===== src/si_window_tracker_defines.svh =====
// ----------------------------------------------------------------------------
// SI window tracker assertion macros
// Shared concurrent assertion forms, clocked on clk_i and disabled in reset.
// ----------------------------------------------------------------------------
`ifndef SI_WINDOW_TRACKER_DEFINES_SVH
`define SI_WINDOW_TRACKER_DEFINES_SVH

// Invariant that holds at every clock edge out of reset.
`define SWT_ASSERT(lbl, cond, msg) \
  lbl: assert property (@(posedge clk_i) disable iff (!rst_ni) (cond)) else $error(msg);

// Same-cycle implication.
`define SWT_ASSERT_IMP(lbl, ante, cons, msg) \
  lbl: assert property (@(posedge clk_i) disable iff (!rst_ni) (ante) |-> (cons)) \
    else $error(msg);

// Next-cycle implication.
`define SWT_ASSERT_NEXT(lbl, ante, cons, msg) \
  lbl: assert property (@(posedge clk_i) disable iff (!rst_ni) (ante) |=> (cons)) \
    else $error(msg);

`endif


===== src/swt_pkg.sv =====
// ----------------------------------------------------------------------------
// SI window tracker package
// Types, widths and codes shared by the tracker modules and interfaces.
// ----------------------------------------------------------------------------
`default_nettype none

package swt_pkg;

  localparam int unsigned MaxMsgsDefault = 8;
  localparam int unsigned CntW    = 4;
  localparam int unsigned SlotW   = 28;
  localparam int unsigned XW      = 19;
  localparam int unsigned FramesW = 17;
  localparam int unsigned ProdW   = 25;
  localparam int unsigned CfgW    = 64;
  localparam int unsigned CfgIdxW = 3;

  typedef enum logic [1:0] {
    OpTick     = 2'd0,
    OpActivate = 2'd1,
    OpTx       = 2'd2,
    OpStop     = 2'd3
  } swt_op_e;

  localparam logic [CfgIdxW-1:0] RegWinLen   = 3'd0;
  localparam logic [CfgIdxW-1:0] RegSpf      = 3'd1;
  localparam logic [CfgIdxW-1:0] RegPaging   = 3'd2;
  localparam logic [CfgIdxW-1:0] RegPeriods  = 3'd3;
  localparam logic [CfgIdxW-1:0] RegPos      = 3'd4;
  localparam logic [CfgIdxW-1:0] RegPosValid = 3'd5;
  localparam logic [CfgIdxW-1:0] RegActReq   = 3'd6;
  localparam logic [CfgIdxW-1:0] RegMsgCount = 3'd7;

  typedef struct packed {
    swt_op_e     op;
    logic [2:0]  msg_index;
    logic [27:0] abs_slot;
    logic [9:0]  frame_number;
    logic [7:0]  slot_in_frame;
    logic        segments_given;
    logic [6:0]  segment_count;
  } swt_in_t;

  typedef struct packed {
    logic [7:0]  pending_mask;
    logic [7:0]  open_mask;
    logic [7:0]  active_mask;
    logic [7:0]  missed_mask;
    logic [15:0] total_tx;
    logic        bad_index;
  } swt_out_t;

  typedef struct packed {
    logic [10:0] window_len_slots;
    logic [7:0]  slots_per_frame;
    logic [8:0]  paging_cycle_frames;
    logic [23:0] period_codes;
    logic [63:0] window_positions;
    logic [7:0]  position_valid_mask;
    logic [7:0]  activation_required_mask;
    logic [3:0]  message_count;
  } swt_cfg_t;

  typedef struct packed {
    logic [SlotW-1:0] deadline;
    logic [SlotW-1:0] win_end;
    logic [7:0]       win_tx;
    logic [15:0]      total;
  } swt_entry_t;

  typedef struct packed {
    logic          start;
    logic [XW-1:0] dividend;
    logic [7:0]    divisor;
  } swt_div_req_t;

  typedef struct packed {
    logic          busy;
    logic          done;
    logic [XW-1:0] quot;
    logic [7:0]    rem;
  } swt_div_rsp_t;

endpackage

`default_nettype wire


===== src/swt_in_if.sv =====
// ----------------------------------------------------------------------------
// SI window tracker input channel
// Valid/ready channel carrying one request transaction.
// ----------------------------------------------------------------------------
`default_nettype none

interface swt_in_if;
  logic            valid;
  logic            ready;
  swt_pkg::swt_in_t data;

  modport source (output valid, output data, input ready);
  modport sink (input valid, input data, output ready);
endinterface

`default_nettype wire


===== src/swt_out_if.sv =====
// ----------------------------------------------------------------------------
// SI window tracker output channel
// Valid/ready channel carrying one result transaction.
// ----------------------------------------------------------------------------
`default_nettype none

interface swt_out_if;
  logic              valid;
  logic              ready;
  swt_pkg::swt_out_t data;

  modport source (output valid, output data, input ready);
  modport sink (input valid, input data, output ready);
endinterface

`default_nettype wire


===== src/swt_divider.sv =====
// ----------------------------------------------------------------------------
// SI window tracker divider
// Restoring divider, one quotient bit per cycle, giving quotient and remainder.
// ----------------------------------------------------------------------------
`default_nettype none

module swt_divider (
  input  wire logic                  clk_i,
  input  wire logic                  rst_ni,
  input  wire swt_pkg::swt_div_req_t req_i,
  output swt_pkg::swt_div_rsp_t      rsp_o
);

  localparam int unsigned CntBits = $clog2(swt_pkg::XW + 1);

  logic                   busy_q, busy_d;
  logic                   done_q, done_d;
  logic [CntBits-1:0]     cnt_q, cnt_d;
  logic [swt_pkg::XW-1:0] quo_q, quo_d;
  logic [7:0]             rem_q, rem_d;
  logic [7:0]             div_q, div_d;
  logic [8:0]             trial;

  always_comb begin
    busy_d = busy_q;
    done_d = 1'b0;
    cnt_d  = cnt_q;
    quo_d  = quo_q;
    rem_d  = rem_q;
    div_d  = div_q;
    trial  = {rem_q, quo_q[swt_pkg::XW-1]};
    if (req_i.start) begin
      busy_d = 1'b1;
      cnt_d  = CntBits'(swt_pkg::XW);
      quo_d  = req_i.dividend;
      rem_d  = '0;
      div_d  = req_i.divisor;
    end else if (busy_q) begin
      if (trial >= {1'b0, div_q}) begin
        rem_d = 8'(trial - {1'b0, div_q});
        quo_d = {quo_q[swt_pkg::XW-2:0], 1'b1};
      end else begin
        rem_d = trial[7:0];
        quo_d = {quo_q[swt_pkg::XW-2:0], 1'b0};
      end
      cnt_d = cnt_q - 1'b1;
      if (cnt_q == CntBits'(1)) begin
        busy_d = 1'b0;
        done_d = 1'b1;
      end
    end
  end

  always_ff @(posedge clk_i or negedge rst_ni) begin
    if (!rst_ni) begin
      busy_q <= 1'b0;
      done_q <= 1'b0;
      cnt_q  <= '0;
    end else begin
      busy_q <= busy_d;
      done_q <= done_d;
      cnt_q  <= cnt_d;
    end
  end

  always_ff @(posedge clk_i) begin
    quo_q <= quo_d;
    rem_q <= rem_d;
    div_q <= div_d;
  end

  assign rsp_o.busy = busy_q;
  assign rsp_o.done = done_q;
  assign rsp_o.quot = quo_q;
  assign rsp_o.rem  = rem_q;

endmodule

`default_nettype wire


===== src/swt_engine.sv =====
// ----------------------------------------------------------------------------
// SI window tracker engine
// Sequencer over the per-message memory: ticks, activations, reports, stops, results.
// ----------------------------------------------------------------------------
`default_nettype none

`include "si_window_tracker_defines.svh"

module swt_engine #(
  parameter int unsigned MaxMsgs = swt_pkg::MaxMsgsDefault
) (
  input  wire logic              clk_i,
  input  wire logic              rst_ni,
  input  wire swt_pkg::swt_cfg_t cfg_i,
  input  wire logic              init_i,
  input  wire logic              start_i,
  input  wire swt_pkg::swt_in_t  item_i,
  output logic                   idle_o,
  output logic                   res_valid_o,
  input  wire logic              res_ready_i,
  output swt_pkg::swt_out_t      res_o
);

  localparam int unsigned AddrW = (MaxMsgs > 1) ? $clog2(MaxMsgs) : 1;

  localparam logic [3:0] StIdle     = 4'd0;
  localparam logic [3:0] StTickRd   = 4'd1;
  localparam logic [3:0] StTickEv   = 4'd2;
  localparam logic [3:0] StTickMul  = 4'd3;
  localparam logic [3:0] StTickDiv  = 4'd4;
  localparam logic [3:0] StTickWait = 4'd5;
  localparam logic [3:0] StTickChk  = 4'd6;
  localparam logic [3:0] StActRd    = 4'd7;
  localparam logic [3:0] StActEv    = 4'd8;
  localparam logic [3:0] StActMul   = 4'd9;
  localparam logic [3:0] StActWr    = 4'd10;
  localparam logic [3:0] StTxRd     = 4'd11;
  localparam logic [3:0] StTxEv     = 4'd12;
  localparam logic [3:0] StResRd    = 4'd13;
  localparam logic [3:0] StResEv    = 4'd14;
  localparam logic [3:0] StDone     = 4'd15;

  swt_pkg::swt_entry_t mem [MaxMsgs];
  swt_pkg::swt_entry_t rdata_q;
  swt_pkg::swt_entry_t ent_q, ent_d;
  swt_pkg::swt_entry_t wr_data;
  logic                wr_en;
  logic [AddrW-1:0]    wr_addr;
  logic [AddrW-1:0]    rd_addr;

  logic [3:0]                  state_q, state_d;
  swt_pkg::swt_in_t            item_q, item_d;
  logic [swt_pkg::CntW-1:0]    i_q, i_d;
  logic [MaxMsgs-1:0]          act_q, act_d;
  logic [MaxMsgs-1:0]          dval_q, dval_d;
  logic [MaxMsgs-1:0]          open_q, open_d;
  logic [MaxMsgs-1:0]          pend_q, pend_d;
  logic [MaxMsgs-1:0]          totv_q, totv_d;
  logic [MaxMsgs-1:0]          act_init;
  logic [7:0]                  missed_q, missed_d;
  logic [swt_pkg::XW-1:0]      x_q, x_d;
  logic [swt_pkg::FramesW-1:0] frames_q, frames_d;
  logic [swt_pkg::ProdW-1:0]   prod_q, prod_d;
  logic [15:0]                 total_q, total_d;

  swt_pkg::swt_div_req_t div_req;
  swt_pkg::swt_div_rsp_t div_rsp;

  logic [swt_pkg::CntW-1:0] cnt;
  logic [7:0]               nslots;
  logic                     bad;
  logic [7:0]               i_ext, idx_ext;
  logic [AddrW-1:0]         a_i, a_idx;
  logic [2:0]               i3, sel3;
  logic [2:0]               code;
  logic [7:0]               base;
  logic [10:0]              period;
  logic [9:0]               sfn_mod;
  logic                     last;
  logic                     do_init;
  logic [3:0]               shamt;

  assign cnt = (32'(cfg_i.message_count) > MaxMsgs) ? swt_pkg::CntW'(MaxMsgs) :
               (cfg_i.message_count > 4'd8) ? 4'd8 : cfg_i.message_count;
  assign nslots  = (cfg_i.slots_per_frame == 8'd0) ? 8'd1 : cfg_i.slots_per_frame;
  assign bad     = {1'b0, item_q.msg_index} >= cnt;
  assign i_ext   = {4'b0, i_q};
  assign idx_ext = {5'b0, item_q.msg_index};
  assign a_i     = i_ext[AddrW-1:0];
  assign a_idx   = idx_ext[AddrW-1:0];
  assign i3      = i_q[2:0];
  assign sel3    = (state_q == StActEv) ? item_q.msg_index : i3;
  assign code    = cfg_i.period_codes[3*sel3 +: 3];
  assign base    = cfg_i.position_valid_mask[i3] ? cfg_i.window_positions[8*i3 +: 8] : {5'b0, i3};
  assign period  = 11'd8 << code;
  assign sfn_mod = item_q.frame_number & 10'(period - 11'd1);
  assign last    = (i_q + 1'b1) == cnt;
  assign shamt   = 4'd3 + {1'b0, code};

  always_comb begin
    for (int b = 0; b < MaxMsgs; b++) begin
      act_init[b] = !((b < 8) && cfg_i.activation_required_mask[b % 8]);
    end
  end

  always_comb begin
    unique case (state_q)
      StTickRd: rd_addr = a_i;
      default:  rd_addr = a_idx;
    endcase
  end

  always_comb begin
    state_d  = state_q;
    item_d   = item_q;
    i_d      = i_q;
    act_d    = act_q;
    dval_d   = dval_q;
    open_d   = open_q;
    pend_d   = pend_q;
    totv_d   = totv_q;
    missed_d = missed_q;
    ent_d    = ent_q;
    x_d      = x_q;
    frames_d = frames_q;
    prod_d   = prod_q;
    total_d  = total_q;
    wr_en    = 1'b0;
    wr_addr  = a_i;
    wr_data  = ent_q;
    do_init  = init_i;
    div_req.start    = 1'b0;
    div_req.dividend = x_q;
    div_req.divisor  = nslots;

    unique case (state_q)
      StIdle: begin
        if (start_i) begin
          item_d   = item_i;
          missed_d = '0;
          i_d      = '0;
          state_d  = StResRd;
          unique case (item_i.op)
            swt_pkg::OpTick:     if (cnt != '0) state_d = StTickRd;
            swt_pkg::OpActivate: state_d = StActRd;
            swt_pkg::OpTx:       state_d = StTxRd;
            swt_pkg::OpStop:     do_init = 1'b1;
          endcase
        end
      end
      StTickRd: state_d = StTickEv;
      StTickEv: begin
        ent_d   = rdata_q;
        state_d = last ? StResRd : StTickRd;
        i_d     = last ? i_q : i_q + 1'b1;
        if (open_q[a_i]) begin
          if (rdata_q.win_end <= item_q.abs_slot) begin
            missed_d[i3]   = (rdata_q.win_tx == 8'd0);
            open_d[a_i]    = 1'b0;
            pend_d[a_i]    = 1'b0;
            wr_en          = 1'b1;
            wr_data        = rdata_q;
            wr_data.win_tx = '0;
          end
        end else if (act_q[a_i]) begin
          if (dval_q[a_i] && (rdata_q.deadline <= item_q.abs_slot)) begin
            act_d[a_i] = 1'b0;
          end else begin
            state_d = StTickMul;
            i_d     = i_q;
          end
        end
      end
      StTickMul: begin
        x_d     = base * cfg_i.window_len_slots;
        state_d = StTickDiv;
      end
      StTickDiv: begin
        div_req.start = 1'b1;
        state_d       = StTickWait;
      end
      StTickWait: if (div_rsp.done) state_d = StTickChk;
      StTickChk: begin
        state_d = last ? StResRd : StTickRd;
        i_d     = last ? i_q : i_q + 1'b1;
        if ((item_q.slot_in_frame == div_rsp.rem) &&
            ({9'b0, sfn_mod} == div_rsp.quot)) begin
          open_d[a_i]     = 1'b1;
          pend_d[a_i]     = 1'b1;
          wr_en           = 1'b1;
          wr_data         = ent_q;
          wr_data.win_end = swt_pkg::SlotW'(item_q.abs_slot + {17'b0, cfg_i.window_len_slots});
          wr_data.win_tx  = '0;
        end
      end
      StActRd: state_d = bad ? StResRd : StActEv;
      StActEv: begin
        ent_d    = rdata_q;
        frames_d = {8'b0, cfg_i.paging_cycle_frames} +
                   (swt_pkg::FramesW'(item_q.segment_count) << shamt);
        state_d  = StActMul;
      end
      StActMul: begin
        prod_d  = frames_q * nslots;
        state_d = StActWr;
      end
      StActWr: begin
        act_d[a_idx]  = 1'b1;
        dval_d[a_idx] = item_q.segments_given;
        if (item_q.segments_given) begin
          wr_en            = 1'b1;
          wr_addr          = a_idx;
          wr_data          = ent_q;
          wr_data.deadline = swt_pkg::SlotW'(item_q.abs_slot + {3'b0, prod_q});
        end
        state_d = StResRd;
      end
      StTxRd: state_d = bad ? StResRd : StTxEv;
      StTxEv: begin
        if (open_q[a_idx]) begin
          wr_en   = 1'b1;
          wr_addr = a_idx;
          wr_data = rdata_q;
          if (rdata_q.win_tx != 8'hFF) wr_data.win_tx = rdata_q.win_tx + 1'b1;
          if (!totv_q[a_idx]) begin
            wr_data.total = 16'd1;
          end else if (rdata_q.total != 16'hFFFF) begin
            wr_data.total = rdata_q.total + 1'b1;
          end
          totv_d[a_idx] = 1'b1;
          pend_d[a_idx] = 1'b0;
        end
        state_d = StResRd;
      end
      StResRd: state_d = StResEv;
      StResEv: begin
        total_d = (!bad && totv_q[a_idx]) ? rdata_q.total : 16'd0;
        state_d = StDone;
      end
      StDone: if (res_ready_i) state_d = StIdle;
      default: state_d = StIdle;
    endcase

    if (do_init) begin
      act_d  = act_init;
      dval_d = '0;
      open_d = '0;
      pend_d = '0;
      totv_d = '0;
    end
  end

  always_ff @(posedge clk_i or negedge rst_ni) begin
    if (!rst_ni) begin
      state_q <= StIdle;
      i_q     <= '0;
      act_q   <= '1;
      dval_q  <= '0;
      open_q  <= '0;
      pend_q  <= '0;
      totv_q  <= '0;
    end else begin
      state_q <= state_d;
      i_q     <= i_d;
      act_q   <= act_d;
      dval_q  <= dval_d;
      open_q  <= open_d;
      pend_q  <= pend_d;
      totv_q  <= totv_d;
    end
  end

  always_ff @(posedge clk_i) begin
    item_q   <= item_d;
    missed_q <= missed_d;
    ent_q    <= ent_d;
    x_q      <= x_d;
    frames_q <= frames_d;
    prod_q   <= prod_d;
    total_q  <= total_d;
  end

  always_ff @(posedge clk_i) begin
    if (wr_en) begin
      mem[wr_addr] <= wr_data;
    end
    rdata_q <= mem[rd_addr];
  end

  swt_divider u_div (
    .clk_i  (clk_i),
    .rst_ni (rst_ni),
    .req_i  (div_req),
    .rsp_o  (div_rsp)
  );

  always_comb begin
    res_o = '0;
    for (int b = 0; b < 8; b++) begin
      if ((b < MaxMsgs) && (4'(b) < cnt)) begin
        res_o.pending_mask[b] = pend_q[b % MaxMsgs];
        res_o.open_mask[b]    = open_q[b % MaxMsgs];
        res_o.active_mask[b]  = act_q[b % MaxMsgs];
      end
    end
    res_o.missed_mask = missed_q;
    res_o.total_tx    = total_q;
    res_o.bad_index   = bad;
  end

  assign idle_o      = (state_q == StIdle);
  assign res_valid_o = (state_q == StDone);

  `SWT_ASSERT(a_open_is_active, (open_q & ~act_q) == '0, "open window on inactive message")
  `SWT_ASSERT(a_pend_is_open, (pend_q & ~open_q) == '0, "pending message without open window")
  `SWT_ASSERT_IMP(a_bad_no_total, res_valid_o && res_o.bad_index, res_o.total_tx == 16'd0,
                  "total reported for bad index")
  `SWT_ASSERT_NEXT(a_div_start, state_q == StTickDiv, div_rsp.busy, "divider did not start")

endmodule

`default_nettype wire


===== src/si_window_tracker.sv =====
// ----------------------------------------------------------------------------
// SI window tracker
// Tracks SI message windows, activations and transmission counts per slot.
// ----------------------------------------------------------------------------
// Requests arrive on in_i: a slot tick, an activation, a transmission report
// or a stop. Each request yields exactly one result transaction on out_o with
// the pending, open, active and missed masks and the total count of the
// addressed message. Configuration is written on cfg_we_i/cfg_idx_i/cfg_data_i;
// the user must write it only while the block is idle, which the block does
// not enforce. Every write reinitializes the message flags, and in_i is not
// ready in the cycle after a write. Per-message deadlines, window ends and
// counts live in one memory with a registered read. A tick visits each
// configured message in StTickRd and StTickEv; where the window start is
// tested, it also uses the 19-step serial divider in StTickMul to StTickChk.
// The next request is accepted once the engine is back in idle, even while a
// result waits in the output register; a stalled receiver holds the engine
// after that. Reset restores the default registers, sets every message active
// and clears the open, pending, deadline and total flags at once; no request
// is lost or repeated around a stall.
// ----------------------------------------------------------------------------
`default_nettype none

module si_window_tracker #(
  parameter int unsigned MaxMsgs = swt_pkg::MaxMsgsDefault
) (
  input  wire logic                         clk_i,
  input  wire logic                         rst_ni,
  input  wire logic                         cfg_we_i,
  input  wire logic [swt_pkg::CfgIdxW-1:0]  cfg_idx_i,
  input  wire logic [swt_pkg::CfgW-1:0]     cfg_data_i,
  swt_in_if.sink                            in_i,
  swt_out_if.source                         out_o
);

  swt_pkg::swt_cfg_t cfg_q, cfg_d;
  logic              init_q;
  logic              eng_idle;
  logic              res_valid;
  logic              res_ready;
  swt_pkg::swt_out_t res;
  logic              out_valid_q;
  swt_pkg::swt_out_t out_data_q;

  always_comb begin
    cfg_d = cfg_q;
    if (cfg_we_i) begin
      unique case (cfg_idx_i)
        swt_pkg::RegWinLen:   cfg_d.window_len_slots         = cfg_data_i[10:0];
        swt_pkg::RegSpf:      cfg_d.slots_per_frame          = cfg_data_i[7:0];
        swt_pkg::RegPaging:   cfg_d.paging_cycle_frames      = cfg_data_i[8:0];
        swt_pkg::RegPeriods:  cfg_d.period_codes             = cfg_data_i[23:0];
        swt_pkg::RegPos:      cfg_d.window_positions         = cfg_data_i;
        swt_pkg::RegPosValid: cfg_d.position_valid_mask      = cfg_data_i[7:0];
        swt_pkg::RegActReq:   cfg_d.activation_required_mask = cfg_data_i[7:0];
        swt_pkg::RegMsgCount: cfg_d.message_count            = cfg_data_i[3:0];
        default:              cfg_d = cfg_q;
      endcase
    end
  end

  always_ff @(posedge clk_i or negedge rst_ni) begin
    if (!rst_ni) begin
      cfg_q.window_len_slots         <= 11'd20;
      cfg_q.slots_per_frame          <= 8'd20;
      cfg_q.paging_cycle_frames      <= 9'd128;
      cfg_q.period_codes             <= '0;
      cfg_q.window_positions         <= '0;
      cfg_q.position_valid_mask      <= '0;
      cfg_q.activation_required_mask <= '0;
      cfg_q.message_count            <= '0;
      init_q                         <= 1'b0;
    end else begin
      cfg_q  <= cfg_d;
      init_q <= cfg_we_i;
    end
  end

  assign in_i.ready = eng_idle && !init_q;
  assign res_ready  = !out_valid_q || out_o.ready;

  swt_engine #(
    .MaxMsgs (MaxMsgs)
  ) u_engine (
    .clk_i       (clk_i),
    .rst_ni      (rst_ni),
    .cfg_i       (cfg_q),
    .init_i      (init_q),
    .start_i     (in_i.valid && in_i.ready),
    .item_i      (in_i.data),
    .idle_o      (eng_idle),
    .res_valid_o (res_valid),
    .res_ready_i (res_ready),
    .res_o       (res)
  );

  always_ff @(posedge clk_i or negedge rst_ni) begin
    if (!rst_ni) begin
      out_valid_q <= 1'b0;
    end else if (res_ready) begin
      out_valid_q <= res_valid;
    end
  end

  always_ff @(posedge clk_i) begin
    if (res_ready && res_valid) begin
      out_data_q <= res;
    end
  end

  assign out_o.valid = out_valid_q;
  assign out_o.data  = out_data_q;

endmodule

`default_nettype wire

===== src/flat_wrapper.sv =====
// flat-port wrapper written by rule: the top's interface ports become plain ports
module si_window_tracker_flat 
#(
  parameter int unsigned MaxMsgs = swt_pkg::MaxMsgsDefault
)
  (clk_i, rst_ni, cfg_we_i, cfg_idx_i, cfg_data_i, in_i_valid, in_i_data, in_i_ready, out_o_valid, out_o_data, out_o_ready);
  swt_in_if in_i_i ();
  swt_out_if out_o_i ();
  input  wire logic clk_i;
  input  wire logic rst_ni;
  input  wire logic cfg_we_i;
  input  wire logic [swt_pkg::CfgIdxW-1:0] cfg_idx_i;
  input  wire logic [swt_pkg::CfgW-1:0] cfg_data_i;
  input wire logic [$bits(in_i_i.valid)-1:0] in_i_valid;
  input wire logic [$bits(in_i_i.data)-1:0] in_i_data;
  output wire logic [$bits(in_i_i.ready)-1:0] in_i_ready;
  output wire logic [$bits(out_o_i.valid)-1:0] out_o_valid;
  output wire logic [$bits(out_o_i.data)-1:0] out_o_data;
  input wire logic [$bits(out_o_i.ready)-1:0] out_o_ready;
  assign in_i_i.valid = in_i_valid;
  assign in_i_i.data = in_i_data;
  assign in_i_ready = in_i_i.ready;
  assign out_o_valid = out_o_i.valid;
  assign out_o_data = out_o_i.data;
  assign out_o_i.ready = out_o_ready;
  si_window_tracker #(.MaxMsgs(MaxMsgs)) u_core (.clk_i(clk_i), .rst_ni(rst_ni), .cfg_we_i(cfg_we_i), .cfg_idx_i(cfg_idx_i), .cfg_data_i(cfg_data_i), .in_i(in_i_i), .out_o(out_o_i));
endmodule

===== config.mk =====
export PLATFORM = sky130hd
export DESIGN_NAME = si_window_tracker_flat
export DESIGN_NICKNAME = d
export VERILOG_FILES = /design/src/swt_pkg.sv /design/src/swt_in_if.sv /design/src/swt_out_if.sv /design/src/swt_divider.sv /design/src/swt_engine.sv /design/src/si_window_tracker.sv /design/src/flat_wrapper.sv
export VERILOG_INCLUDE_DIRS = /design/src /design/src/src
export SDC_FILE = /design/constraint.sdc
export NUM_CORES = 2
export LEC_CHECK = 0
export ABC_AREA = 1
export BUFFER_PORTS_ARGS = -buffer_cell sky130_fd_sc_hd__buf_2
export CAP_MARGIN = 20
export CORE_MARGIN = 2
export CORE_UTILIZATION = 39
export DETAILED_ROUTE_END_ITERATION = 12
export PLACE_DENSITY = 0.62
export SYNTH_ARGS = -nofsm -noshare
export SYNTH_HDL_FRONTEND = slang
export SYNTH_SLANG_ARGS = --single-unit

===== constraint.sdc =====
create_clock -name clk_i -period 10.2 [get_ports clk_i]
set_clock_uncertainty 0.05 [all_clocks]
set_input_delay 0.51 -clock clk_i [delete_from_list [all_inputs] [get_ports clk_i]]
set_output_delay 0.51 -clock clk_i [all_outputs]
set_load 0.01 [all_outputs]

==> implementation parameters <==
Parameter                              Value

Run status
  Result of the run    completed

Clock network
  Buffers inserted during post-CTS setup optimization    0
  CTS tree    built
  Cells resized by post-CTS repair    0
  Clk buf depth    3
  Number of buffers created by CTS    121
  Clk_lat worst skew    0.79 ns
  Number of levels the H-tree was split into    3
  Total clock sinks    1219
  Root buffer selected by CTS    clkbuf_16
  Cts-stage hold buffer count    117
  CTS clock-pin slew for the worst setup and hold paths    0.07 ns

Worst setup path
  Arrival time at the worst endpoint    8.01 ns
  Setup crit end kind    flop
  Worst path bufs/invs    5
  Depth of the most critical reg-to-reg path    29
  Top Family by Delay on Critical Path    adder cells
  Worst flop-to-flop path startpoint    u_core.u_engine.i_q[2]$_DFFE_PN0P_
  CP Max Fanout    12
  Longest individual stage delay on the worst path    0.59 ns
  First element of the critical path    u_core.u_engine.i_q[2]$_DFFE_PN0P_
  Critical path class    flop to flop
  Cell depth of the worst setup path    29
  Worst Path Required    10.65 ns
  Worst-path cell with the longest stage delay    dfrtp_1
  Element type at the critical path start    flop
  Most common cell type on the critical path    nand2_1

Synthesis
  Number of synthesis warnings    0
  Total standard cell area after synthesis    0.06091 mm2
  Number of flip-flops and latches in the synthesized netlist    1219
  Number of enable flip-flop cells after synthesis    938
  Area leader, netlist    edfxtp_1
  Post-synthesis sequential area ratio    57.09%
  Share of Yosys cell area claimed by the top area cell type    46.24%
  Cell count after synthesis    5855
  Post-synth top flop    edfxtp_1
  Average instance area after synthesis    10.40 um2
  Async set or reset register ratio after synthesis    15.83%
  Top cells by area, synth    edfxtp_1, dfrtp_1, nand2_1
  Netlist cell types    68
  Number of nets produced by synthesis    6345

STA
  Setup violations, final    0
  Setup repair after global routing missed its margin    no
  Worst-Margin Slew    1.141 ns
  Fmax    132.3 MHz
  Final max-slew violation count    0
  Total count of hold-check failures in the final report    0
  Rel. slew slack    23.57%
  Setup TNS Final    0 ns
  Minimum clock period after layout    7.556 ns
  Final cycle utilization of the critical path    74.08%

Route
  Top sig layer    met5
  Detailed router's first-iteration violation count    4243
  DRT Pass-1 Iters    6
  Met2 WL    80.30 mm
  Routed length on met1    74.76 mm
  Post-DRT Antenna Nets    0
  Average wire per cell in the routed design    20.80 um
  Met3 routed WL    10.77 mm
  DRC violations left    0
  Via density per instance    5.337
  Total number of vias    44050
  Detailed Route WL    171.7 mm

Global routing
  GRT Util Overall    21.34%
  First-pass GRT wire length    261.2 mm
  Pin count of the biggest net entering global routing    161
  Grt ovf    0
  Via count of the first global-routing pass    43050
  Initial antenna violation count    10

Floorplan
  Row count    145
  Core ar.    0.1557 mm2
  Die outline height    399.2 um
  Horizontal die dimension    399.2 um
  DIE AREA    0.1594 mm2
  Top-Level Pins    182
  Effective utilization at floorplan    39.13%

Power and ir drop
  Clock power frac    22.5%
  Share of total power in combinational logic    39.9%
  Power per unit of standard cell area    303.4 mW/mm2
  Worst IR drop on VDD    0.2077 mV
  Net switching power of the design    8459 uW
  Switching share of power    40.07%
  Power Internal    12650 uW
  Sequential fraction of design power    37.6%
  Leakage    0.02843 uW

Placement
  Half-perimeter wire length after detailed placement    116.6 mm
  Weighted congestion at the end of routability-driven global placement    0.9385
  Cell count after placement    7901
  Port Buffers    181

Worst hold path
  Critical hold path startpoint    cfg_data_i[9]
  Worst hold path depth    3
  Path class of the lowest-slack min-delay path    primary input to flop

Job
  Maximum capacitance violations    0

Final layout
  Area growth syn-to-layout    14.22%
  Total of fill cells in the finished design    14510
  Cell Count, Final, Fillers Out    8254
  Layout Nets    6576
  Register Area    0.03477 mm2
  Area occupied by multi-input gates    0.02269 mm2
  Ratio of cells with drive above 1 in the final layout    10.09%
[synthesized netlist by cell type, drive strengths merged (23+ instances only)]
cell type	number
nand2	995
edfxtp	938
inv	678
o21ai	640
nor2	533
a21oi	235
ha	211
clkbuf	210
dfrtp	180
o21bai	171
nand3	149
fa	148
a31oi	93
o22ai	91
dfxtp	88
xor2	72
nand4	64
buf	43
nor3	42
mux2	33
or2	33
o211ai	25
xnor2	23
[routing by layer]
layer,up-vias,GRT usage (%)
li1,20630,-
met1,21660,29.01
met2,1475,34.66
met3,289,3.205
met4,6,7.713
met5,-,0
[final cells by class]
cell class	count	share of cell area, %
repair buffers	361	3.809
diodes	3	0.01079
multi-input cells	3700	32.61
clock buffers	160	4.989
well taps	2058	3.701
flip-flops and latches	1219	49.99
inverters	683	3.701
clock inverters	70	1.192
[path summary, 6_finish.rpt]
path                                                           to  slack [ns]
min in group asynchronous           u_core.cfg_q[114]$_DFFE_PN0P_        0.28
worst max register to register  u_core.u_engine.x_q[18]$_DFFE_PP_        2.64
worst min-delay path                u_core.cfg_q[134]$_DFFE_PN0P_        0.07
max in group asynchronous            u_core.cfg_q[15]$_DFFE_PN0P_        8.41
worst min register to register     u_core.out_o.data[6]$_DFFE_PP_        0.37
worst max-delay path            u_core.u_engine.x_q[18]$_DFFE_PP_        2.64
[power by group through the flow]
stage | clock, uW | combinational [uW] | sequential [uW]
CTS | 4830 | 8420 | 7920
floorplan | 0 | 5990 | 7640
finish | 4740 | 8420 | 7940
global placement | 0 | 8200 | 8000
global route | 5010 | 9500 | 8020
detailed placement | 0 | 8340 | 8010
[worst register-to-register path: cells and delay by family (launching register included)]
family / cells / cell delay [ns]
adder cells (fa/ha/maj): 5 / 2.36
AO/OA/AOI/OAI: 9 / 1.97
AND/OR/NAND/NOR: 9 / 1.29
buffers and inverters: 5 / 0.86
flip-flops: 1 / 0.59
XOR/XNOR: 1 / 0.14
[stage by stage]
stage / power, uW / hold WS (ns) / utilization (%) / setup WS (ns) / area [um2]
after floorplan: 13630 / 0.1644 / - / 2.487 / 60910
final: 21110 / 0.07261 / 44.69 / 2.644 / 69570
after CTS: 21170 / 0.02249 / 44.67 / 2.693 / 69530
after global placement: 16200 / 0.3524 / 41.14 / 2.845 / 64030
after detailed placement: 16340 / 0.3572 / 41.15 / 2.752 / 64060
after global routing: 22540 / 0.07869 / 44.69 / 1.980 / 69560
[flip-flops by register name (all words and copies together), names as in the netlist, 25 cells and up]
signal / cells
u_core.u_engine.prod_q: 25
u_core.u_engine.ent_q: 80
u_core.out_o.data: 49
u_core.u_engine.mem: 640
u_core.u_engine.rdata_q: 80
u_core.u_engine.item_q: 54
u_core.cfg_q: 136
[cells in the final DEF (no fill, tap or decap), types with 22 or more instances in the layout]
cell type,Yosys,layout
a31oi_1,93,93
dfrtp_1,180,180
dfxtp_1,88,88
buf_2,10,180
dlygate4sd3_1,0,117
nor3_1,40,35
clkbuf_16,0,126
a21oi_1,234,234
edfxtp_1,938,938
o21bai_1,171,171
o211ai_1,25,25
buf_4,5,54
nand3_1,139,139
xnor2_1,23,23
inv_1,661,658
xor2_1,72,72
nand2_1,969,966
o22ai_1,91,91
fa_1,148,148
mux2_2,33,33
nor2_1,523,509
clkinv_2,0,25
ha_1,211,211
o21ai_0,624,624
or2_2,33,33
nand4_1,64,64
a22oi_1,22,22
[cell families (layout without fill, tap and decap cells)]
family          Yosys count  in the layout  synth area share [%]
compound gates         1375           1375                 13.17
xor+xnor                 95             95                 1.366
fa+ha+maj               359            359                 9.199
buf+inv                 936           1274                 5.908
flops                  1219           1219                 57.09
mux                      33             33                0.6101
other cells               0              3                     0
simple gates           1838           1838                 12.65
No activity file was read; power rests on OpenSTA's default activity.
